$ cat src/hw/rtl/ipv4wb_pkg.sv
`timescale 1ns / 1ps
`default_nettype none
// ----------------------------------------------------------------------------
// IPv4 wildcard ban matcher package
// Request codes for the top level, and the scan token and write-port struct
// shared by the cells and the top level, plus the per-octet wildcard compare.
// ----------------------------------------------------------------------------
package ipv4wb_pkg;

    localparam logic [1:0] REQ_CLEAR  = 2'd0;
    localparam logic [1:0] REQ_APPEND = 2'd1;
    localparam logic [1:0] REQ_QUERY  = 2'd2;

    localparam logic [31:0] OCTET_MASK_0 = 32'h0000_00ff;
    localparam logic [31:0] OCTET_MASK_1 = 32'h0000_ff00;
    localparam logic [31:0] OCTET_MASK_2 = 32'h00ff_0000;
    localparam logic [31:0] OCTET_MASK_3 = 32'hff00_0000;

    // Query token that walks down the chain, one cell per cycle.
    typedef struct packed {
        logic        valid;
        logic [31:0] address;
        logic        hit;
    } scan_token_t;

    // Broadcast write port for appends.
    typedef struct packed {
        logic        en;
        logic [31:0] address;
        logic [3:0]  wild_mask;
    } entry_write_t;

    // An entry matches when every octet that is not wildcarded is equal.
    function automatic logic entry_match(input logic [31:0] stored,
                                         input logic [3:0]  wild,
                                         input logic [31:0] addr);
        logic [31:0] care;
        care = (wild[0] ? 32'h0 : OCTET_MASK_0) |
               (wild[1] ? 32'h0 : OCTET_MASK_1) |
               (wild[2] ? 32'h0 : OCTET_MASK_2) |
               (wild[3] ? 32'h0 : OCTET_MASK_3);
        return ((stored ^ addr) & care) == 32'h0;
    endfunction

endpackage
`default_nettype wire

$ cat src/hw/rtl/ipv4wb_cell.sv
`timescale 1ns / 1ps
`default_nettype none
// ----------------------------------------------------------------------------
// IPv4 wildcard ban matcher cell
// Holds one list entry and passes the query token to the next cell, folding
// in its own match when the entry lies below the fill count.
// ----------------------------------------------------------------------------
module ipv4wb_cell
    import ipv4wb_pkg::*;
#(
    parameter int CNT_W      = 7,
    parameter int CELL_INDEX = 0
) (
    input  wire logic         aclk,
    input  wire logic         aresetn,
    input  wire logic [CNT_W-1:0] entry_count,
    input  wire entry_write_t wr,
    input  wire scan_token_t  tok_in,
    output scan_token_t       tok_out
);

    localparam logic [CNT_W-1:0] MY_INDEX = CNT_W'(CELL_INDEX);

    logic [31:0] addr_reg;
    logic [3:0]  wild_reg;
    scan_token_t tok_reg;
    scan_token_t tok_next;
    logic        in_use;

    assign in_use = entry_count > MY_INDEX;

    always_comb begin
        tok_next     = tok_in;
        tok_next.hit = tok_in.hit | (in_use & entry_match(addr_reg, wild_reg, tok_in.address));
    end

    always_ff @(posedge aclk) begin
        if (wr.en && entry_count == MY_INDEX) begin
            addr_reg <= wr.address;
            wild_reg <= wr.wild_mask;
        end
    end

    always_ff @(posedge aclk) begin
        if (!aresetn) begin
            tok_reg.valid <= 1'b0;
        end else begin
            tok_reg.valid <= tok_next.valid;
        end
        tok_reg.address <= tok_next.address;
        tok_reg.hit     <= tok_next.hit;
    end

    assign tok_out = tok_reg;

endmodule
`default_nettype wire

$ cat config.mk
export PLATFORM = sky130hd
export DESIGN_NAME = ipv4wb_cell
export DESIGN_NICKNAME = d
export VERILOG_FILES = /design/src/hw/rtl/ipv4wb_pkg.sv /design/src/hw/rtl/ipv4wb_cell.sv
export SDC_FILE = /design/constraint.sdc
export NUM_CORES = 1
export LEC_CHECK = 0
export BUFFER_PORTS_ARGS = -buffer_cell sky130_fd_sc_hd__buf_2
export CAP_MARGIN = 40
export CORE_MARGIN = 4
export CORE_UTILIZATION = 33
export DETAILED_ROUTE_END_ITERATION = 7
export PLACE_DENSITY = 0.62
export SYNTH_ARGS = -nofsm -noshare
export SYNTH_HDL_FRONTEND = slang
export SYNTH_SLANG_ARGS = --single-unit
$ cat constraint.sdc
create_clock -name aclk -period 4.7 [get_ports aclk]
set_input_delay 0.47 -clock aclk [delete_from_list [all_inputs] [get_ports aclk]]
set_output_delay 0.47 -clock aclk [all_outputs]
set_load 0.01 [all_outputs]
==> metrics.txt <==
outcome finished, final reports clean; Max Clock Freq 570.7 MHz; routed len/inst approximately 13 µm; Final GP Congestion 0.7277; clock latency on the worst-skew pair about 0.34 ns; top cell type by total area after synthesis edfxtp_1; Core Area 6350 µm²; Max FO, Critical Path 36; period utilisation layout 0.3728; # IOs between 100 and 150; Fin Clk Skew about 0.0035 ns; width of the die slightly below 90 µm; worst r2r src addr_reg[27]; CTS Hold Bufs 0; total wire length approximately 4300 µm; utilization after layout 0.4822; Critical Path Slowest Stage Cell and3_2; IO buf count 113; most frequent cell after synthesis edfxtp_1; vias in the first global route ~1.5k; post-DP HPWL ~3400 µm; Sw Share 0.2005; Hold WC Path Type in2reg; Most used DFF post-synth edfxtp_1; drt initial violations 26; Crit path depth 3; Tot Pwr 1.317 mW; first-pass GRT wire length roughly 6700 µm; H-tree level count 3; #FFs+latches synth 70; RSZ-0062 raised after global routing false; setup bufs post-CTS 0; initial antenna violation count 1; # resized after CTS 0; Min-Delay Startpoint tok_in[4]; WP data arrival between 1.5 and 2 ns; Final #Nets approximately 330; combinational share of power 0.057; FFs w/ async S/R, synth 0; proportion of synthesized chip area in sequential cells 0.8181; global route overflow 0; Worst Path Class, Setup in2reg; Die Area a little under 8000 µm²; worst vdd rail ir drop 194.0 µV; leakage about 1.3 nW; EDFF count, synth 36; CTS Buf Count 9; Residual DRC 0; YS warnings 0; Worst Path Buf+Inv 1; Slew HR 0.4660; Hold Path Depth 1; Cells after Synth ~120; crit end category register; final antenna-violating net count 0; Final Critical Period ~1.8 ns; area grow syn2layout 42.18%; Internal roughly 1.1 mW; final setup violation count 0; PD cells 430.2 nW/µm²; synth unique cells 9; CTS clk-pin slew, worst paths 0.07 ns; synth top area cells edfxtp_1, dfxtp_1, xor2_1; Die Span Y 88.78 µm; synthesized area per cell 17.80 µm²; diode count 0; Fin. Hold Viols 0; Crit path required time 4.67 ns; sequential power share 0.502; FP Rows 29; Critical Path Max Stage Delay about 0.79 ns; TritonCTS clock tree done; layout cells sized above 1 0.5200; max FFs per register 34; top cell type's share of synthesized area 0.5020; number of max-cap violations 0; Max Slew Vio Count 0; First-pass DRT Iterations 4; clock sinks 70; Synth top cells by count edfxtp_1, dfxtp_1, xor2_1; clock network power share 0.442; Hold Slack ~0.25 ns; DR vias roughly 1.4k; critical path's top delay family simple AND/OR/NAND/NOR gates; startpoint class of the critical path input port; ordered cell list for the critical path buf_2 > nor4_1 > and3_2; largest net degree at the start of global routing 37; clk buf depth 2; mapped cell area around 2200 µm²; Slew @ Worst Pin 0.8011 ns; setup_tns 0 ns; Critical Path Start entry_count[1]; P_sw 264.1 µW; global-route usage over all layers 0.1193; Initial Utilization 0.3391; syn_nets roughly 200; Clock Tree Root clkbuf_8; R2R depth 5; Vias/cell 4.275
## cell families after synthesis
group                     count (synthesis)  share of synthesized area
DFF                                      70                     0.8181
AOI/OAI and AO/OA                         6                    0.01511
xor gates and xnor gates                 32                     0.1302
and+or+nand+nor                          13                    0.03661
## cell type report
cell class,instances,area (µm²)
tap,77,96.34
timing repair buffer,113,565.5
clock buffer,9,123.9
fill,575,3288
clock inverter,7,121.4
multi-input combinational,51,392.9
sequential,70,1762
## power by group through the flow
stage | sequential (mW) | combinational, mW | clock (mW)
finish | 0.661 | 0.0746 | 0.582
global route | 0.662 | 0.0837 | 0.631
CTS | 0.661 | 0.0766 | 0.601
detailed placement | 0.675 | 0.0764 | 0
global placement | 0.674 | 0.0753 | 0
floorplan | 0.684 | 0.0120 | 0
## worst reg2reg max path, stage by stage (launching register included)
cell,delay (ns)
edfxtp_1,0.40
xor2_1,0.15
nor4_1,0.35
a21oi_1,0.14
nor3_1,0.22
a21o_1,0.15
## layer usage
layer | vias up | routed length, µm | GRT usage
li1 | 680 | - | -
met1 | 621 | 1569 | 0.1272
met2 | 82 | 2051 | 0.1788
met3 | 13 | 560 | 0.07263
met4 | 2 | 134 | 0.07418
met5 | - | 12 | 0
## layout by cell type (no fill, tap or decap), drive strengths merged
cell type,n
buf,113
edfxtp,36
dfxtp,34
xor2,32
nor4,9
clkbuf,9
a21oi,5
bufinv,3
clkinv,3
nor3,2
a21o,1
and3,1
and2,1
inv,1
## path summary, 6_finish.rpt
path / to / slack, ns
worst max-delay path: addr_reg[14] / 2.95
worst min-delay path: tok_out[4] / 0.25
worst max register to register: tok_out[0] / 3.25
worst min register to register: tok_out[0] / 0.60
## stage by stage
step | worst slack (ns) | area, µm² | std cells
after global routing | 2.810 | 3062 | 327
final | 2.948 | 3062 | 327
after global placement | 2.644 | 2816 | 311
after floorplan | 2.554 | 2153 | 121
after CTS | 2.940 | 3062 | 327
after detailed placement | 2.568 | 2816 | 311
No activity file was read; power rests on OpenSTA's default activity.
